[src/hw/rtl/assert_macros.svh]
// assertion macros used by feedback_echo_delay_core
`ifndef ASSERT_MACROS_SVH
`define ASSERT_MACROS_SVH

// property must hold at every clock edge outside reset
`define ASSERT_AT(lbl, clk, rst_n, prop, msg) \
  lbl: assert property (@(posedge clk) disable iff (!rst_n) prop) \
    else $error(msg);

// when pre holds, post must hold in the next cycle
`define ASSERT_NEXT(lbl, clk, rst_n, pre, post, msg) \
  lbl: assert property (@(posedge clk) disable iff (!rst_n) (pre) |=> (post)) \
    else $error(msg);

`endif

[src/hw/rtl/fed_pkg.sv]
// types, constants and register map of the feedback echo delay
package fed_pkg;

  // default sizes
  localparam int unsigned RingDepthDef  = 65536;
  localparam int unsigned SampleBitsDef = 16;

  // configuration port
  localparam int unsigned CfgIdxW  = 3;
  localparam int unsigned CfgDataW = 17;

  // register widths
  localparam int unsigned ChanW  = 2;
  localparam int unsigned RingW  = 17;
  localparam int unsigned DelayW = 16;
  localparam int unsigned GainW  = 16;

  // register indexes
  localparam logic [CfgIdxW-1:0] CfgChannelCount = 3'd0;
  localparam logic [CfgIdxW-1:0] CfgRingLength   = 3'd1;
  localparam logic [CfgIdxW-1:0] CfgDelaySamples = 3'd2;
  localparam logic [CfgIdxW-1:0] CfgFeedbackGain = 3'd3;
  localparam logic [CfgIdxW-1:0] CfgOutputGain   = 3'd4;

  // register reset values
  localparam logic [ChanW-1:0]  ChanRst     = 2'd2;
  localparam logic [RingW-1:0]  RingRst     = 17'd48000;
  localparam logic [DelayW-1:0] DelayRst    = 16'd12000;
  localparam logic [GainW-1:0]  FbGainRst   = 16'd32768;
  localparam logic [GainW-1:0]  OutGainRst  = 16'd32768;
  localparam logic [ChanW-1:0]  ChanSingle  = 2'd1;

  // fixed point
  localparam int unsigned MixShift = 13;
  localparam int unsigned FracBits = 15;

  typedef enum logic [1:0] {
    StIdle,
    StMix,
    StStore,
    StOut
  } fed_state_e;

endpackage

[src/hw/rtl/fed_round_sat.sv]
// round to nearest (ties up) after a 15 bit right shift, then saturate
module fed_round_sat
  import fed_pkg::*;
#(
  parameter int unsigned IN_W  = 34,
  parameter int unsigned OUT_W = 16
) (
  input  logic signed [IN_W-1:0] acc_i,
  output logic        [OUT_W-1:0] sat_o
);

  localparam int unsigned RW = IN_W + 1 - FracBits;

  localparam logic signed [RW-1:0] SatHi = {{(RW-OUT_W+1){1'b0}}, {(OUT_W-1){1'b1}}};
  localparam logic signed [RW-1:0] SatLo = {{(RW-OUT_W+1){1'b1}}, {(OUT_W-1){1'b0}}};

  logic signed [IN_W:0] biased;
  logic signed [IN_W:0] shifted;
  logic signed [RW-1:0] rounded;

  always_comb begin
    biased  = {acc_i[IN_W-1], acc_i} + (IN_W+1)'(1 << (FracBits - 1));
    shifted = biased >>> FracBits;
    rounded = shifted[RW-1:0];
    if (rounded > SatHi) begin
      sat_o = SatHi[OUT_W-1:0];
    end else if (rounded < SatLo) begin
      sat_o = SatLo[OUT_W-1:0];
    end else begin
      sat_o = rounded[OUT_W-1:0];
    end
  end

endmodule

[config.mk]
export PLATFORM = sky130hd
export DESIGN_NAME = fed_round_sat
export DESIGN_NICKNAME = d
export VERILOG_FILES = /design/src/hw/rtl/assert_macros.svh /design/src/hw/rtl/fed_pkg.sv /design/src/hw/rtl/fed_round_sat.sv
export SDC_FILE = /design/constraint.sdc
export NUM_CORES = 1
export LEC_CHECK = 0
export CORE_MARGIN = 2
export CORE_UTILIZATION = 45
export DETAILED_ROUTE_END_ITERATION = 10
export DONT_BUFFER_PORTS = 1
export SLEW_MARGIN = 25
export SYNTH_ARGS = -nofsm -noshare
export SYNTH_HDL_FRONTEND = slang
export SYNTH_SLANG_ARGS = --single-unit
[constraint.sdc]
create_clock -name vclk -period 5.2
set_clock_uncertainty 0.2 [all_clocks]
set_input_delay 0.52 -clock vclk [all_inputs]
set_output_delay 0.52 -clock vclk [all_outputs]
set_load 0.005 [all_outputs]
# Word-level counts from Yosys, hierarchy flattened
# Cells that the tools add are included.
dict set report totals {
  register_bits 0
  out_inout_bits 16
}
dict set report classes {
  add_sub_neg 1
  magnitude_cmp 2
  muxes 2
}
# op n
set ops {}
lappend ops {{adder 34 x 16 -> 35 bit (second input constant)} 1}
lappend ops {{two-way mux 16 bit} 2}
lappend ops {{greater-than comparator 20 x 16 -> 1 bit (second input constant)} 1}
lappend ops {{< comparator 20 x 16 -> 1 bit (second input constant)} 1}

# Depth between registers and ports, before layout
# Gate-level depths: netlist of run 1.
dict set report logic_depth {
  depth_word 4
  depth_mapped 8
  ltp_nobuf 7
}

# Worst setup path after synthesis of run 1
# OpenSTA, ideal clock, no wires.
dict set report synth_timing {
  kind {input-to-output}
  start {input port acc_i[21]}
  end {output port sat_o[10]}
  arrival_ps 2382
  required_time_ps 4480
  setup_slack_ps 2098
  path_stages 8
  path_buffers 2
  cell_sequence {nand3_2 -> or4_1 -> buf_2 -> or4_4 -> a22oi_2 -> a21oi_2 -> buf_6 -> nor3_2}
}
dict set report synth_between {
  elab_chain_cells 4
}
# element line
set synth_lines {}
lappend synth_lines {{start: declaration} fed_round_sat.sv:8} ;# input logic signed [IN_W-1:0] acc_i,
lappend synth_lines {{adder 34 x 16 -> 35 bit *} fed_round_sat.sv:22} ;# biased = {acc_i[IN_W-1], acc_i} + (IN_W+1)'(1 << (FracBits - 1));
lappend synth_lines {{< comparator 20 x 16 -> 1 bit} fed_round_sat.sv:27} ;# end else if (rounded < SatLo) begin
lappend synth_lines {{two-way mux 16 bit} fed_round_sat.sv:27}
lappend synth_lines {{two-way mux 16 bit *} fed_round_sat.sv:25} ;# if (rounded > SatHi) begin
lappend synth_lines {{end: declaration} fed_round_sat.sv:9} ;# output logic [OUT_W-1:0] sat_o
# Mark *: on every way between the ends. The rest lies on a longest branch, timed or not.

# Worst setup path in the final report of run 1
dict set report layout_timing {
  start {input port acc_i[21]}
  end {output port sat_o[5]}
}
# Same word-level chain as after synthesis.

==> results of run 1 <==
==> kinds of logic (layout without fill, tap and decap cells) <==
| kind of cell | after synthesis | after routing | share of synthesized area |
|---|---|---|---|
| fa+ha+maj | 1 | 1 | 0.0213 |
| compound gates | 23 | 23 | 0.238 |
| buf+inv | 5 | 2 | 0.0489 |
| xor+xnor | 14 | 14 | 0.209 |
| simple gates | 53 | 53 | 0.483 |
==> how the worst min path moves through the flow <==
stage / start / to
final: acc_i[23] / sat_o[8]
after CTS: acc_i[23] / sat_o[8]
after global placement: acc_i[27] / sat_o[12]
after global routing: acc_i[27] / sat_o[12]
after floorplan: acc_i[27] / sat_o[12]
after detailed placement: acc_i[23] / sat_o[8]
==> metal layers <==
layer | up-vias | global-route usage
li1 | 348 | -
met1 | 287 | 0.256
met2 | 26 | 0.294
met3 | 0 | 0.0111
met4 | 0 | 0
met5 | - | 0
==> through the flow <==
stage	worst slack (ns)	instances
finish	1.75	108
detailed placement	1.74	108
CTS	1.74	108
global route	1.49	108
floorplan	2.10	96
global placement	1.81	108
==> synth_stat cells <==
library cell / n / area share
o21ai_1: 9 / 0.077
inv_1: 2 / 0.013
ha_1: 1 / 0.021
or4_4: 1 / 0.019
buf_2: 2 / 0.017
o21ai_0: 6 / 0.051
a21oi_2: 1 / 0.015
nand2_1: 14 / 0.089
nand3_2: 1 / 0.017
or3_1: 2 / 0.021
o22ai_1: 1 / 0.011
and3_1: 6 / 0.064
buf_6: 1 / 0.019
nor2_1: 7 / 0.045
a22oi_2: 1 / 0.021
nand3_1: 8 / 0.068
nor3_1: 5 / 0.043
xnor2_1: 7 / 0.10
o31ai_1: 1 / 0.013
nor4_1: 2 / 0.021
nor2b_1: 1 / 0.011
o21a_1: 1 / 0.013
and4_1: 1 / 0.015
a32oi_1: 1 / 0.015
o311ai_1: 1 / 0.015
nor3_2: 2 / 0.034
a21oi_1: 1 / 0.0085
and2_1: 1 / 0.011
or4_1: 2 / 0.026
xor2_1: 7 / 0.10
==> cells in the final DEF (no fill, tap or decap) <==
cell      count
nand2_1      14
o21ai_1       9
nand3_1       8
xnor2_1       7
nor2_1        7
xor2_1        7
and3_1        6
o21ai_0       6
nor3_1        5
nor4_1        2
or4_1         2
or3_1         2
nor3_2        2
inv_1         2
nand3_2       1
o31ai_1       1
or4_4         1
a22oi_2       1
nor2b_1       1
a32oi_1       1
and2_1        1
a21oi_1       1
o22ai_1       1
a21oi_2       1
o21a_1        1
and4_1        1
o311ai_1      1
ha_1          1
==> where the power goes <==
| group | internal [mW] | switching (mW) | total [mW] |
|---|---|---|---|
| clock | 0 | 0 | 0 |
| combinational | 0.0115 | 0.0174 | 0.0289 |
| sequential | 0 | 0 | 0 |
==> area by class of cell <==
class | count | area (µm²) | share of cell area
inverters | 2 | 7.51 | 0.0128
multi-input cells | 91 | 559 | 0.955
well taps | 15 | 18.8 | 0.0321
==> impl_metrics.json, run 1 <==
{
  "status": "finished, final reports clean",
  "cts_hold_buf": 0,
  "drive_gt1_frac": 0.0645,
  "slew_headroom": 0.503,
  "crit_path_max_incr_delay_ns": 0.66,
  "die_w_um": 40.2,
  "grt_pass1_wl_um": 2060,
  "fmax_ghz": 0.290,
  "grt_max_degree": 16,
  "critPathMaxFanout": 13,
  "fin_area_um2": 586,
  "route.vias.total": 661,
  "drc": 0,
  "hold_ws_ns": 1.00,
  "io_pins": 50,
  "setup_viol": 0,
  "gp_congestion": 0.885,
  "rsz0062_at_grt": "no",
  "crit_path_top_delay_cell": "or4_1",
  "areaGrowthSynthToFinish_pct": -0.425,
  "dr.pass1.iters": 4,
  "core_mm2": 0.00125,
  "tightest_slew_ns": 0.740,
  "start_util": 0.470,
  "hold_path.class": "input pin to output pin",
  "diodes": 0,
  "power.total_mw": 0.0289,
  "yosys_warnings": 0,
  "routed_wirelength_um": 1430,
  "syn_nets": 131,
  "portBuffers": 0,
  "critPathArrivalTime_ns": 2.73,
  "cts_resized": 0,
  "final_max_slew_viol_count": 0,
  "dp_hpwl_um": 1200,
  "fin_crit_ns": 3.45,
  "crit_start": "acc_i[21]",
  "syn-cell-area_um2": 588,
  "dr.max_layer_used": "met3",
  "crit_required_ns": 4.48,
  "finalHoldViolCount": 0,
  "crit_cells": 6,
  "cp-start-kind": "input pin",
  "post_synth.cell_area_avg_um2": 6.13,
  "leakagePower_nw": 0.172,
  "grt_pass1_vias": 491,
  "critPathBufInv": 0,
  "yosysUniqueCellTypes": 30,
  "critical_path_class": "input pin to output pin",
  "wl_met3_um": 128,
  "drt-initial-drc-count": 11,
  "antenna_found_initial": 0,
  "final_nets": 130,
  "area.sequential_um2": 0,
  "end_kind": "output pin",
  "path_cells": "nand3_2 -> or4_1 -> o31ai_1 -> nand2_1 -> o21ai_1 -> o21ai_0",
  "synth_cells": 96,
  "route.met2.wl_um": 631,
  "fillers": 151,
  "nClkBuffers": 0,
  "pwr_density_cell_mw_per_mm2": 49.4,
  "yosysSeqAreaShare": 0,
  "vias_per_cell": 6.12,
  "seq_cells": 0,
  "period_share": 0.663,
  "overflow": 0,
  "tns_ns": 0,
  "std_cell_rows": 13,
  "endpoint": "sat_o[5]",
  "drv_cap": 0,
  "drt-met1-wl_um": 674,
  "path_delay_family": "compound AO/OA/AOI/OAI gates",
  "fin_util": 0.468,
  "grt_usage": 0.176,
  "cts_setup_buffers": 0,
  "chipHeight_um": 40.2,
  "place_area_um2": 586,
  "irDropWorstVdd_mv": 0.0223,
  "ant_nets": 0,
  "wl_per_cell_um": 13.3,
  "holdPathStages": 2,
  "dieArea_mm2": 0.00161
}
Note: power is estimated with default switching activity, not from simulation.
==> run 2, diff against run 1 <==
==> constraint.sdc (replaced) <==
create_clock -name vclk -period 3.3
set_clock_uncertainty 0.2 [all_clocks]
set_input_delay 0.33 -clock vclk [all_inputs]
set_output_delay 0.33 -clock vclk [all_outputs]
set_load 0.005 [all_outputs]
==> run 2 against run 1 <==
Effect of this change: power rose by 63%; routed wire length is 0.35% higher; combinational power rose by 64%; final cell count is 0.93% higher; die area unchanged; via count decreased by 1.7%; cell area is 1.9% higher; critical path depth up 1; highest routed layer unchanged; hold slack worse by 0.38 ns; global-route usage is 0.23 points lower; first-iteration DRC count is 9.1% lower; core utilization rose by 0.90 points.
==> impl_metrics.json, run 2 (synthesized netlist as in run 1, its figures left out) <==
{
  "status": "finished, final reports clean",
  "dpl_worst_slack_ns": 0.222,
  "crit_required_ns": 2.77,
  "grt_pass1_vias": 494,
  "start_util": 0.470,
  "hold_path.class": "input pin to output pin",
  "std_cell_rows": 13,
  "critPathArrivalTime_ns": 2.35,
  "dieArea_mm2": 0.00161,
  "final_max_slew_viol_count": 0,
  "critical_path_class": "input pin to output pin",
  "fillers": 143,
  "dr.pass1.iters": 4,
  "seq_cells": 0,
  "cp-start-kind": "input pin",
  "layout_commonest_cell": "nand2_1",
  "pwr_density_cell_mw_per_mm2": 79.2,
  "portBuffers": 0,
  "final_cell_mix": "nand2_1 (14), nand3_1 (8), o21ai_1 (8)",
  "drt-initial-drc-count": 10,
  "antenna_found_initial": 0,
  "setup_viol": 0,
  "overflow": 0,
  "gp_congestion": 0.884,
  "core_mm2": 0.00125,
  "chipHeight_um": 40.2,
  "fin_crit_ns": 2.88,
  "slew_headroom": 0.637,
  "fmax_ghz": 0.347,
  "cts_hold_buf": 0,
  "nClkBuffers": 0,
  "endpoint": "sat_o[3]",
  "grt_max_degree": 14,
  "final_nets": 131,
  "switchingPower_mw": 0.0281,
  "fin_ws_ns": 0.418,
  "end_kind": "output pin",
  "switching_share": 0.594,
  "diodes": 0,
  "io_pins": 50,
  "route.vias.total": 650,
  "crit_start": "acc_i[21]",
  "tns_ns": 0,
  "irDropWorstVdd_mv": 0.0277,
  "p_comb_frac": 1.000,
  "drv_cap": 0,
  "routed_wirelength_um": 1440,
  "dp_hpwl_um": 1230,
  "drc": 0,
  "areaGrowthSynthToFinish_pct": 1.49,
  "vias_per_cell": 5.96,
  "seqPwrFrac": 0,
  "rsz0062_at_grt": "no",
  "drive_gt1_frac": 0.0851,
  "period_share": 0.873,
  "leakagePower_nw": 0.178,
  "p_int_mw": 0.0192,
  "finalHoldViolCount": 0,
  "pwr-share-clk": 0,
  "critPathMaxFanout": 13,
  "grt_pass1_wl_um": 2010,
  "area.sequential_um2": 0,
  "holdPathStages": 2,
  "die_w_um": 40.2,
  "wl_per_cell_um": 13.2,
  "grt_usage": 0.174,
  "ant_nets": 0,
  "tightest_slew_ns": 0.536
}
-- run 2: cell types whose count changed in the layout (fill, tap and decap cells not counted), sizes merged --
cell	delta
buf	+1
-- run 2: what timing repair did --
action                     4_1_cts  5_1_grt
setup endpoints to repair        0        2
setup buffers                    0        0
resized for setup                0        1
-- run 2: power by group through the flow --
stage	Combinational, mW	Clock (mW)	Sequential [mW]
after detailed placement	0.0474	0	0
final	0.0473	0	0
after floorplan	0.0414	0	0
after global placement	0.0467	0	0
after CTS	0.0477	0	0
after global routing	0.0537	0	0
-- run 2: routing by layer --
| layer | share of wire | GRT usage | routed length [µm] |
|---|---|---|---|
| met4 | 0 | 0 | 0 |
| met1 | 0.50 | 0.247 | 718 |
| met2 | 0.44 | 0.306 | 628 |
| met5 | 0 | 0 | 0 |
| met3 | 0.064 | 0 | 92 |
-- run 2: cell type report --
type	count	area, µm²	area share
multi-input combinational	91	563	0.943
tap	15	18.8	0.0314
timing repair buffer	1	7.51	0.0126
inverter	2	7.51	0.0126
-- run 2: worst min path at each step --
stage / startpoint / endpoint / slack, ns
after detailed placement: acc_i[27] / sat_o[12] / 0.62
after global placement: acc_i[27] / sat_o[12] / 0.62
final: acc_i[27] / sat_o[12] / 0.62
after floorplan: acc_i[27] / sat_o[12] / 0.61
after global routing: acc_i[23] / sat_o[8] / 0.63
after CTS: acc_i[27] / sat_o[12] / 0.62
-- run 2: through the flow --
stage	power (mW)	instances	cell area [µm²]	utilization	hold WS, ns
after floorplan	0.0414	96	588	-	0.615
after global placement	0.0467	109	593	0.474	0.623
after detailed placement	0.0474	109	593	0.474	0.625
after CTS	0.0477	109	593	0.474	0.625
after global routing	0.0537	109	597	0.477	0.635
final	0.0473	109	597	0.477	0.620
-- run 2: critical path: stages --
cell	delay, ns
nand3_2	0.12
or4_1	0.66
or4_4	0.53
a22oi_2	0.20
a21oi_2	0.09
buf_4	0.19
o21ai_0	0.23
