**src/hw/rtl/assert_macros.svh**
```systemverilog
// assertion macros used by feedback_echo_delay_core
`ifndef ASSERT_MACROS_SVH
`define ASSERT_MACROS_SVH

// property must hold at every clock edge outside reset
`define ASSERT_AT(lbl, clk, rst_n, prop, msg) \
  lbl: assert property (@(posedge clk) disable iff (!rst_n) prop) \
    else $error(msg);

// when pre holds, post must hold in the next cycle
`define ASSERT_NEXT(lbl, clk, rst_n, pre, post, msg) \
  lbl: assert property (@(posedge clk) disable iff (!rst_n) (pre) |=> (post)) \
    else $error(msg);

`endif

```
**src/hw/rtl/fed_pkg.sv**
```systemverilog
// types, constants and register map of the feedback echo delay
package fed_pkg;

  // default sizes
  localparam int unsigned RingDepthDef  = 65536;
  localparam int unsigned SampleBitsDef = 16;

  // configuration port
  localparam int unsigned CfgIdxW  = 3;
  localparam int unsigned CfgDataW = 17;

  // register widths
  localparam int unsigned ChanW  = 2;
  localparam int unsigned RingW  = 17;
  localparam int unsigned DelayW = 16;
  localparam int unsigned GainW  = 16;

  // register indexes
  localparam logic [CfgIdxW-1:0] CfgChannelCount = 3'd0;
  localparam logic [CfgIdxW-1:0] CfgRingLength   = 3'd1;
  localparam logic [CfgIdxW-1:0] CfgDelaySamples = 3'd2;
  localparam logic [CfgIdxW-1:0] CfgFeedbackGain = 3'd3;
  localparam logic [CfgIdxW-1:0] CfgOutputGain   = 3'd4;

  // register reset values
  localparam logic [ChanW-1:0]  ChanRst     = 2'd2;
  localparam logic [RingW-1:0]  RingRst     = 17'd48000;
  localparam logic [DelayW-1:0] DelayRst    = 16'd12000;
  localparam logic [GainW-1:0]  FbGainRst   = 16'd32768;
  localparam logic [GainW-1:0]  OutGainRst  = 16'd32768;
  localparam logic [ChanW-1:0]  ChanSingle  = 2'd1;

  // fixed point
  localparam int unsigned MixShift = 13;
  localparam int unsigned FracBits = 15;

  typedef enum logic [1:0] {
    StIdle,
    StMix,
    StStore,
    StOut
  } fed_state_e;

endpackage

```
**src/hw/rtl/fed_delay_mod.sv**
```systemverilog
// bit serial remainder of the delay by the ring length in use
module fed_delay_mod
  import fed_pkg::*;
#(
  parameter int unsigned LEN_W = 17
) (
  input  logic              clk_i,
  input  logic              rst_ni,
  input  logic              start_i,
  input  logic [DelayW-1:0] delay_i,
  input  logic [LEN_W-1:0]  len_i,
  output logic              busy_o,
  output logic [LEN_W-1:0]  rem_o
);

  localparam int unsigned CntW = $clog2(DelayW);

  logic            busy_q, busy_d;
  logic [CntW-1:0] cnt_q, cnt_d;
  logic [LEN_W-1:0] rem_q, rem_d;
  logic [LEN_W:0]  shifted;
  logic [CntW-1:0] bit_sel;

  always_comb begin
    bit_sel = CntW'(DelayW - 1) - cnt_q;
    shifted = {rem_q, delay_i[bit_sel]};
    busy_d  = busy_q;
    cnt_d   = cnt_q;
    rem_d   = rem_q;
    if (start_i) begin
      busy_d = 1'b1;
      cnt_d  = '0;
      rem_d  = '0;
    end else if (busy_q) begin
      if (shifted >= {1'b0, len_i}) begin
        rem_d = LEN_W'(shifted - {1'b0, len_i});
      end else begin
        rem_d = shifted[LEN_W-1:0];
      end
      cnt_d = cnt_q + 1'b1;
      if (cnt_q == CntW'(DelayW - 1)) begin
        busy_d = 1'b0;
      end
    end
  end

  // restarts after reset so the reset registers get their remainder too
  always_ff @(posedge clk_i or negedge rst_ni) begin
    if (!rst_ni) begin
      busy_q <= 1'b1;
      cnt_q  <= '0;
      rem_q  <= '0;
    end else begin
      busy_q <= busy_d;
      cnt_q  <= cnt_d;
      rem_q  <= rem_d;
    end
  end

  assign busy_o = busy_q;
  assign rem_o  = rem_q;

endmodule

```
**config.mk**
```make
export PLATFORM = sky130hd
export DESIGN_NAME = fed_delay_mod
export DESIGN_NICKNAME = d
export VERILOG_FILES = /design/src/hw/rtl/assert_macros.svh /design/src/hw/rtl/fed_pkg.sv /design/src/hw/rtl/fed_delay_mod.sv
export SDC_FILE = /design/constraint.sdc
export NUM_CORES = 1
export LEC_CHECK = 0
export BUFFER_PORTS_ARGS = -buffer_cell sky130_fd_sc_hd__buf_2
export CORE_AREA = 8 8 72 74
export DETAILED_ROUTE_END_ITERATION = 7
export DIE_AREA = 0 0 80 82
export GPL_TIMING_DRIVEN = 0
export PLACE_DENSITY = 0.87
export SKIP_LAST_GASP = 1
export SLEW_MARGIN = 20
export SYNTH_ARGS = -nofsm -noshare
export SYNTH_HDL_FRONTEND = slang
export SYNTH_SLANG_ARGS = --single-unit
```
**constraint.sdc**
```tcl
create_clock -name clk_i -period 4.5 [get_ports clk_i]
set_input_delay 0.9 -clock clk_i [delete_from_list [all_inputs] [get_ports clk_i]]
set_output_delay 0.9 -clock clk_i [all_outputs]
set_load 0.02 [all_outputs]
```
# [Word level (Yosys, flattened, before mapping)]
# Index checks and enable logic that the tools add are counted.
[classes] div=0 n_shift=0 add_sub_neg=3 multipliers=0 n_reduce_logical=1 n_bitwise=0 mux=10 eq_ne=1 n_lt_le_gt_ge=2
[op_table] cell="two-way mux 17 bit" count=3
[op_table] cell="greater-or-equal comparator 18 x 17 -> 1 bit" count=1
[op_table] cell="subtractor 17 bit" count=1
[op_table] cell="two-way mux 4 bit" count=2
[op_table] cell="< comparator 4 x 5 -> 1 bit (second input constant)" count=1
[op_table] cell="adder 4 x 1 -> 4 bit (second input constant)" count=1
[op_table] cell="binary-select mux 1 bit (select 4 bit)" count=1
[op_table] cell="equality test 4 bit (second input constant)" count=1
[op_table] cell="two-way mux 1 bit" count=4
[op_table] cell="subtractor 4 bit (first input constant)" count=1
[op_table] cell="nonzero test 2 bit" count=1
[word_totals] register_bits=22 rom_bits=0 ram_bits=0 n_memories=0 elab_cells=20 input_bits=36 latchBits=0

# [Logic depth before layout (Yosys ltp)]
# Gate-level depths: netlist of the first run.
[depth] depth_word=7 depth_mapped=14 mapped_depth_nobuf=12

# [Worst setup path after synthesis of the first run]
# OpenSTA, ideal clock, no wires.
[synth_path] path_kind="input to register" start="input delay_i[0]" end="register rem_q[0], in the netlist rem_o[0]" stages=12 setup_ns=0.087 slack_ns=0.894 n_path_buf=1 arrival_time_ns=3.520 path_cell_list="mux4_2 mux4_2 inv_1 ha_1 fa_1 nand2b_1 a211oi_1 o21ai_0 a31o_1 buf_6 mux2_4 a211oi_2"
[synth_via] elab_chain_len=6
[synth_rtl] item="start: declaration" line_no="fed_delay_mod.sv:10" rtl="input logic [DelayW-1:0] delay_i,"
[synth_rtl] item="binary-select mux 1 bit (select 4 bit) (*)" line_no="fed_delay_mod.sv:26" rtl="shifted = {rem_q, delay_i[bit_sel]};"
[synth_rtl] item="two-way mux 1 bit (implied by the code) (*)" line_no="fed_delay_mod.sv:26"
[synth_rtl] item="subtractor 17 bit or greater-or-equal comparator 18 x 17 -> 1 bit (tied branches)" line_no="fed_delay_mod.sv:36, fed_delay_mod.sv:35"
[synth_rtl] item="two-way mux 17 bit (*)" line_no="fed_delay_mod.sv:35" rtl="if (shifted >= {1'b0, len_i}) begin"
[synth_rtl] item="two-way mux 17 bit (*)" line_no="fed_delay_mod.sv:34" rtl="end else if (busy_q) begin"
[synth_rtl] item="two-way mux 17 bit (*)" line_no="fed_delay_mod.sv:30" rtl="if (start_i) begin"
[synth_rtl] item="end signal: assignment" line_no="fed_delay_mod.sv:56" rtl="rem_q <= rem_d;"
[synth_rtl] item="end: declaration" line_no="fed_delay_mod.sv:20" rtl="logic [LEN_W-1:0] rem_q, rem_d;"
# Mark *: on every way between the ends. The rest lies on a longest branch, timed or not. The select of a mux whose other input is x is not followed.
# A chain may end at the register's enable or synchronous reset.

# [Worst setup path after layout of the first run]
[layout_path] start="input delay_i[12]" end="register rem_q[0], in the netlist rem_o[0]"
# The elaborated chain is that of the path after synthesis.

==> results of run 1 <==
final cells by class:
| type | count | area (sq um) |
|---|---|---|
| clock buffers | 3 | 41.3 |
| inverters | 22 | 82.6 |
| flip-flops and latches | 22 | 552 |
| fillers | 381 | 1650 |
| clock inverters | 1 | 30.0 |
| multi-input cells | 180 | 1400 |
| well taps | 52 | 65.1 |
| repair buffers | 53 | 265 |
| plain buffers | 9 | 58.8 |
final timing paths:
kind	start	to	slack, ns	depth (start not counted)
setup / recovery	delay_i[12]	rem_o[0]	0.70	13
hold / removal	rst_ni	rem_o[8]	0.59	1
setup reg to reg	cnt_q[0]	rem_o[0]	0.77	13
hold reg to reg	rem_o[15]	rem_o[15]	0.59	2
max in group asynchronous	rst_ni	busy_o	3.55	1
min in group clk_i	rem_o[15]	rem_o[15]	0.59	2
routing by layer:
layer | GRT usage [%] | vias to the layer above
li1 | - | 964
met1 | 18.8 | 953
met2 | 29.9 | 68
met3 | 5.25 | 3
met4 | 3.82 | 0
met5 | 0 | -
power by group through the flow:
stage          Combinational [uW]  Clock (uW)  Sequential (uW)
6_report                      126         193              209
5_1_grt                       140         204              210
4_1_cts                       126         194              209
3_5_place_dp                  126           0              213
3_3_place_gp                  120           0              212
2_1_floorplan                83.3           0              214
placed cells by master (no fill, tap or decap), types with 4 or more instances in the layout:
cell type,instances
inv_1,22
o21ai_0,7
nor2_1,30
a211oi_1,14
ha_1,18
xor2_1,6
mux2i_1,14
nand2_1,7
clkbuf_1,4
buf_2,54
a21oi_1,17
xnor2_1,10
dfrtp_1,21
nand2b_1,4
mux4_2,5
nor3_1,5
worst max-delay path: cells and delay by family:
kind | cells | cell delay, ns
and+or+nand+nor | 1 | 0.18
AOI/OAI and AO/OA | 4 | 0.83
adders and majority gates | 2 | 0.40
muxes | 3 | 1.28
buffers and inverters | 3 | 0.37
cells by family (layout without fill, tap and decap cells):
family / after synthesis / in the layout
multiplexers: 21 / 21
AO/OA/AOI/OAI: 65 / 65
adder cells (fa/ha/maj): 19 / 19
AND/OR/NAND/NOR: 59 / 59
flip-flops: 22 / 22
buffers and inverters: 31 / 88
XOR/XNOR: 16 / 16
state kept, by name, summed over array words and instances (netlist names):
signal and count:
cnt_q 4, busy_o 1, rem_o 17
stage by stage:
step	hold WS (ns)	total power, uW
6_report	0.587	527
5_1_grt	0.621	554
4_1_cts	0.587	529
3_5_place_dp	0.561	338
3_3_place_gp	0.556	333
2_1_floorplan	0.553	298
==> impl_metrics.toml, run 1 <==
[run_status]
status = "finished, final reports clean"

[detailed_routing]
drc = 0
wl_met2_microns = 2580
wl_met3_microns = 460
first_pass_iters = 4
ant_nets = 0
drt_iter0_drc = 161
wirelength_microns = 5320
m1WireLength_microns = 2250
avgViaCountPerCell = 5.81
top_layer_used = "met4"
wl_per_cell_microns = 15.5
via_count = 1988

[worst_setup_path]
slowest_stage = "mux4_2"
worstSetupStartpointType = "input pin"
path_class = "input pin to flop"
critPathCaptureType = "flop"
critPathMaxStageDelay_ns = 0.49
cp.arrival_ns = 3.99
crit_required_ns = 4.69
cp_cell_sequence = "buf_2 -> mux4_2 -> mux4_2 -> inv_1 -> ha_1 -> fa_1 -> nand2b_1 -> a211oi_1 -> o21ai_0 -> a31o_1 -> buf_6 -> mux2_4 -> a211oi_2"
critPathMaxFanout = 10
cpMostUsedCell = "mux4_2"

[synth]
synth_top_family_by_area = "compound AO/OA/AOI/OAI gates"
synthSimpleGateAreaFrac_pct = 13.1
netlist_instances = 233
ys.flop_type = "dfrtp_1"
syn_nets = 288
synth_edf_count = 0
synth_xor_area_share_pct = 6.69
synth_area_sq_um = 2090
synth_area_leaders = "dfrtp_1 25%, ha_1 11%, mux2i_1 6.7%"
muxShareOfSynthArea_pct = 13.5
postSynth.asyncResetShare_pct = 100
synth_top_area_share_pct = 25.1
syn_avg_cell_area_sq_um = 8.98
yosysMostFrequentCell = "nor2_1"
synth_top_area_cell = "dfrtp_1"
synthAdderAreaFrac_pct = 11.7
seq_area_frac_synth_pct = 26.4
yosys_warnings = 0
synth_cell_types = 49
yosys-top-cells-count = "30 x nor2_1, 22 x inv_1, 21 x dfrtp_1, 18 x ha_1, 17 x a21oi_1"
ys_ff_latch = 22
synth_compound_area_share_pct = 21.9

[placed_design]
place.gp.congestion = 0.886
dp_hpwl_microns = 4160
place_area_sq_um = 2420
place_inst = 338
io_buffers = 53
pre_cts_ws_ns = 0.393

[grt]
antenna_found_initial = 0
grt_usage_pct = 16.7
grt_remaining_overflow = 0
grt_pass1_wl_microns = 9000
grt_max_degree = 23
grt_pass1_vias = 2108

[timing]
skew_ns = 0.00258
drv_slew = 0
setup_tns_ns = 0
fin_crit_sh_pct = 84.5
setup_ws_ns = 0.699
tightest_slew_ns = 0.605
slew_headroom_pct = 59.7
finalHoldViolations = 0
fmax_mhz = 263
rsz0062_at_grt = "false"
period_needed_ns = 3.80
finalSetupViolCount = 0

[cts]
post_cts_buffers = 0
cts_hold_buf = 0
clockBufferDepth = 2
cts_buffers = 3
path_clk_slew_ns = 0.09
clk_latency_ns = 0.27
cts.sinks = 22
cts-resized-gates = 0
root_buffer = "clkbuf_8"
cts-htree-levels = 1
cts_tree = "built"

[finish]
layout.nets = 346
post-route-util_pct = 60.2
syn_to_final_growth_pct = 19.2
antenna_cells = 0
postLayoutCellArea_sq_um = 2490
final_layout_size_suffix_gt1_share_pct = 25.2
fin_cells = 342

[die]
core-area_sq_um = 4140
fp.dieArea_sq_um = 6560
chipWidth_microns = 80
die_h_microns = 82
start_util_pct = 50.5
rows = 24
num_io_pins = 54

[pwr]
peakVddDrop_mv = 0.0988
pwr-share-comb_pct = 23.8
power.share.clock_pct = 36.6
internal-power_uw = 382
p_switching_uw = 145
p_leak_uw = 0.00135
switching_share_pct = 27.5
powerDensity_nw_per_um2 = 211
pwr-share-seq_pct = 39.6

[hold_path]
min_path_type = "input pin to asynchronous set/reset pin"

[job]
max-cap-violations = 0
Note: power is estimated with default switching activity, not from simulation.
==> run 2: changes to the inputs <==
Settings changed: ABC_AREA from default to 1, CORE_AREA 8 8 72 74 to 8 8 76 78, DIE_AREA 0 0 80 82 to 0 0 84 86, PLACE_DENSITY 0.87 to 0.88.
Clock period 4.5 ns to 3.9 ns, I/O delays scaled along.
==> run 2 against run 1 <==
Effect of this change:
- register-to-register slack better by 0.12 ns
- area after synthesis is 18% higher
- power grew to 3.2 times the previous value
- design area is 14% higher
- synthesized cell count is 80% higher
- clock skew is 0.0043 ns higher
- combinational power grew to 9.4 times the previous value
- worst hold slack worse by 0.12 ns
==> impl_metrics.toml, run 2 <==
[run_status]
status = "finished, final reports clean"

[worst_setup_path]
r2r_cells = 19
cp_cell_sequence = "clkbuf_1 -> nor2_1 -> nor2_1 -> o21ai_0 -> nand3_1 -> nand3_1 -> nand2_1 -> inv_1 -> ha_1 -> fa_1 -> inv_1 -> nand3_1 -> nand3_2 -> nand2_4 -> nand2_4 -> buf_6 -> nand3_1 -> nand3_1 -> nand2_1"
critPathCaptureType = "flop"
critPathMaxFanout = 10
critPathMaxStageDelay_ns = 0.40
r2r_slack_ns = 0.89
slowest_stage = "fa_1"
crit_required_ns = 4.06
r2r_start = "cnt_q[0]"
cpMostUsedCell = "nand3_1"
path_class = "flop to flop"
cp.arrival_ns = 3.17
worstSetupStartpointType = "flop"
r2r_end = "rem_o[11]"

[cts]
cts_buffers = 3
clockBufferDepth = 2
root_buffer = "clkbuf_8"
cts_tree = "built"
cts-resized-gates = 0
cts-htree-levels = 1
post_cts_buffers = 0
cts.sinks = 22
path_clk_slew_ns = 0.08
clk_latency_ns = 0.26
cts_hold_buf = 0

[pwr]
switching_share_pct = 52.6
p_leak_uw = 0.00178
power.share.clock_pct = 8.4
pwr-share-seq_pct = 22.6
p_switching_uw = 900
internal-power_uw = 811
peakVddDrop_mv = 0.285
powerDensity_nw_per_um2 = 602
pwr-share-comb_pct = 69.0

[die]
start_util_pct = 53.6
chipWidth_microns = 84
die_h_microns = 86
fp.dieArea_sq_um = 7220
num_io_pins = 54
rows = 25
core-area_sq_um = 4600

[synth]
synth_cell_types = 32
seq_area_frac_synth_pct = 22.4
ys_ff_latch = 22
postSynth.asyncResetShare_pct = 100
synthSimpleGateAreaFrac_pct = 44.3
synth_top_area_cell = "nand2_1"
netlist_instances = 419
muxShareOfSynthArea_pct = 0
synth_xor_area_share_pct = 2.49
yosysMostFrequentCell = "nand2_1"
synth_area_sq_um = 2470
syn_nets = 474
synth_top_family_by_area = "simple AND/OR/NAND/NOR gates"
syn_avg_cell_area_sq_um = 5.89
synth_area_leaders = "nand2_1 23%, dfrtp_1 21%, inv_1 12%"
synth_compound_area_share_pct = 6.60
yosys-top-cells-count = "153 x nand2_1, 80 x inv_1, 39 x nand3_1, 33 x nor2_1, 21 x dfrtp_1"
synthAdderAreaFrac_pct = 9.94
synth_top_area_share_pct = 23.3
synth_edf_count = 0
yosys_warnings = 0
ys.flop_type = "dfrtp_1"

[timing]
setup_tns_ns = 0
skew_ns = 0.00690
slew_headroom_pct = 58.9
drv_slew = 0
period_needed_ns = 3.01
rsz0062_at_grt = "false"
fin_crit_sh_pct = 77.3
fmax_mhz = 332
finalSetupViolCount = 0
tightest_slew_ns = 0.615
finalHoldViolations = 0

[finish]
final_layout_size_suffix_gt1_share_pct = 15.8
antenna_cells = 0
layout_common_cells = "153 x nand2_1, 80 x inv_1, 55 x buf_2, 39 x nand3_1, 33 x nor2_1"
post-route-util_pct = 61.9
mostFrequentLayoutCell = "nand2_1"
n_fill_cell = 445
layout.nets = 532
syn_to_final_growth_pct = 15.3
largest_reg_flops = 17

[grt]
grt_usage_pct = 17.3
grt_pass1_wl_microns = 10700
grt_pass1_vias = 2526
grt_max_degree = 23
grt_remaining_overflow = 0
antenna_found_initial = 0

[detailed_routing]
via_count = 2665
drt_iter0_drc = 108
ant_nets = 0
wl_per_cell_microns = 11.9
first_pass_iters = 4
avgViaCountPerCell = 5.03
drc = 0
wirelength_microns = 6290

[job]
max-cap-violations = 0

[hold_path]
min_path_type = "input pin to asynchronous set/reset pin"

[placed_design]
place.gp.congestion = 0.988
io_buffers = 53
dp_hpwl_microns = 5250
run 2: layout make-up:
class	count	area, sq um	area share (%)
repair buffers	53	265	9.33
flip-flops and latches	22	552	19.4
inverters	82	308	10.8
multi-input cells	308	1560	54.9
clock buffers	4	45.0	1.58
plain buffers	7	43.8	1.54
well taps	54	67.6	2.38
run 2: worst max-delay path by stage:
stage	from	end
after floorplan	delay_i[15]	rem_o[8]
after global placement	delay_i[15]	rem_o[11]
after detailed placement	delay_i[15]	rem_o[11]
after CTS	cnt_q[0]	rem_o[11]
after global routing	cnt_q[0]	rem_o[11]
final	cnt_q[0]	rem_o[11]
run 2: through the flow:
stage / hold WS, ns / setup WS (ns) / area, sq um / power, uW / instances
finish: 0.463 / 0.886 / 2840 / 1710 / 530
global route: 0.488 / 0.565 / 2840 / 1900 / 530
CTS: 0.476 / 0.879 / 2840 / 1720 / 530
detailed placement: 0.497 / 0.741 / 2800 / 1560 / 526
global placement: 0.479 / 0.784 / 2800 / 1530 / 526
floorplan: 0.455 / 1.18 / 2470 / 1270 / 419
run 2: kinds of logic after synthesis:
group,Yosys count
compound gates,31
xor+xnor,7
simple gates,251
buf+inv,89
flops,22
fa+ha+maj,19
run 2: power by group through the flow:
| stage | Clock (uW) | Combinational (uW) | Sequential [uW] |
|---|---|---|---|
| detailed placement | 0 | 1180 | 389 |
| floorplan | 0 | 841 | 431 |
| global placement | 0 | 1140 | 385 |
| global route | 156 | 1350 | 394 |
| finish | 144 | 1180 | 386 |
| CTS | 148 | 1180 | 386 |
run 2: layer usage:
metal / track usage (%) / vias up / share of wire [%]
li1: - / 1398 / -
met2: 31.8 / 66 / 50
met4: 3.14 / 0 / 1.0
met1: 20.0 / 1193 / 43
met3: 3.89 / 8 / 5.9
met5: 0 / - / 0
run 2: worst max-delay path: cells and delay by family, from the launching register on:
family	cells	cell delay [ns]
flops	1	0.39
buf+inv	4	0.66
compound gates	1	0.09
simple gates	12	1.17
fa+ha+maj	2	0.61
==> run 3: changes to the inputs <==
Settings changed: CORE_AREA 8 8 76 78 to 8 8 80 82, DIE_AREA 0 0 84 86 to 0 0 88 90, PLACE_DENSITY 0.88 to 0.83.
Clock period 3.9 ns to 2.5 ns, I/O delays scaled along.
==> run 3 against run 2 <==
Effect of this change:
- the run now ends with setup timing left
- clock-buffer cell count did not move
- critical path depth did not move
- register-to-register slack got worse by 0.98 ns
- highest routed layer unchanged
- clock skew fell by 0.0040 ns
- largest power group unchanged
- final cell count rose by 6.2%
- critical endpoint is now rem_o[2]
- design area rose by 14%
==> impl_metrics.toml, run 3 (synthesis gave the netlist of run 2 again) <==
[run_status]
status = "finished, violations left"
violations = "setup timing"

[cts]
cts_hold_buf = 0
cts-htree-levels = 1
cts_tree = "built"
cts_buffers = 3
clk_latency_ns = 0.26
cts.sinks = 22
clockBufferDepth = 2
path_clk_slew_ns = 0.08
root_buffer = "clkbuf_8"

[finish]
fin_cells = 563
postLayoutCellArea_sq_um = 3240
mostFrequentLayoutCell = "nand2_1"
antenna_cells = 0
layout_common_cells = "137 x nand2_1, 77 x inv_1, 55 x buf_2, 30 x nor2_1, 23 x nand3_1"
final_layout_size_suffix_gt1_share_pct = 28.1
layout.nets = 547
syn_to_final_growth_pct = 31.4
largest_reg_flops = 17

[pwr]
p_switching_uw = 1710
pwr-share-comb_pct = 74.3
internal-power_uw = 1590
peakVddDrop_mv = 0.531
p_leak_uw = 0.00192
pwr-share-seq_pct = 18.8
power.total_uw = 3300
switching_share_pct = 51.7
powerDensity_nw_per_um2 = 1020
power.share.clock_pct = 6.9

[die]
core-area_sq_um = 5240
num_io_pins = 54
die_h_microns = 90
rows = 27
fp.dieArea_sq_um = 7920
start_util_pct = 47.1
chipWidth_microns = 88

[detailed_routing]
first_pass_iters = 4
via_count = 2780
wl_per_cell_microns = 12.8
ant_nets = 0
drc = 0
drt_iter0_drc = 162
avgViaCountPerCell = 4.94
wirelength_microns = 7220

[timing]
fmax_mhz = 385
drv_slew = 0
finalSetupViolCount = 16
holdWs_ns = 0.194
rsz0062_at_grt = "true"
finalHoldViolations = 0
setup_ws_ns = -0.0959
period_needed_ns = 2.60
slew_headroom_pct = 60.7
tightest_slew_ns = 0.587
setup_tns_ns = -0.758
skew_ns = 0.00288
fin_crit_sh_pct = 104

[grt]
antenna_found_initial = 0
grt_remaining_overflow = 0
grt_max_degree = 23
grt_usage_pct = 18.2
grt_pass1_wl_microns = 12000
grt_pass1_vias = 2722

[placed_design]
place_inst = 544
dp_hpwl_microns = 5300
place_area_sq_um = 2830
place.gp.congestion = 0.933
io_buffers = 53

[worst_setup_path]
worstSetupStartpointType = "flop"
critPathMaxFanout = 5
crit_required_ns = 2.65
cp.arrival_ns = 2.74
path_class = "flop to flop"
r2r_cells = 19
critPathCaptureType = "flop"

[job]
max-cap-violations = 0

[hold_path]
min_path_type = "input pin to asynchronous set/reset pin"
## run 3: layout make-up
cell class,count,area [sq um]
tap,72,90.1
clock buffer,4,45.0
inverter,82,312
multi-input combinational,308,1770
timing repair buffer,68,409
sequential,22,553
buffer,7,58.8
fill,477,2000
## run 3: final timing paths
path | start | slack [ns] | end
max | cnt_q[0] | -0.1 | rem_o[2]
min | rst_ni | 0.19 | rem_o[11]
max reg2reg | cnt_q[0] | -0.1 | rem_o[2]
min reg2reg | cnt_q[3] | 0.51 | cnt_q[3]
max in group asynchronous | rst_ni | 1.94 | cnt_q[0]
min in group clk_i | cnt_q[3] | 0.51 | cnt_q[3]
## run 3: per-stage QoR
step                      utilization (%)  worst slack (ns)
final                                61.9           -0.0959
after global routing                 61.9            -0.234
after CTS                            59.1           -0.0676
after detailed placement             54.0            -0.376
after global placement               54.0            -0.299
after floorplan                         -            0.0430
## run 3: routing by layer
| metal | track usage, % | wire length [microns] | share of wire (%) |
|---|---|---|---|
| met1 | 21.1 | 2950 | 41 |
| met2 | 33.3 | 3750 | 52 |
| met3 | 3.55 | 353 | 4.9 |
| met4 | 2.87 | 166 | 2.3 |
| met5 | 0 | 0 | 0 |
## run 3: power groups by stage
stage	logic (uW)	clock network, uW	registers, uW
after floorplan	1320	0	672
after global placement	1800	0	604
after detailed placement	1850	0	609
after CTS	2210	230	609
after global routing	2710	242	634
final	2460	227	621
## run 3: worst max-delay path: stages, from the launching register on
cell	delay, ns
dfrtp_2	0.47
buf_8	0.16
o21ai_2	0.10
nand2_1	0.08
nand3_2	0.08
nand3_2	0.08
nand2_2	0.09
inv_2	0.05
ha_4	0.16
fa_2	0.35
inv_2	0.09
nand3_2	0.10
nand3_2	0.10
nand2_4	0.08
nand2_8	0.10
buf_6	0.12
buf_6	0.11
nand2_2	0.04
nand2_1	0.06
o21ai_1	0.08
## run 3: what timing repair did
action | in CTS | in global routing
pin swaps | 16 | 17
resized for setup | 31 | 37
gates cloned | 3 | 0
endpoints found under the setup margin | 17 | 17
setup buffers | 11 | 1
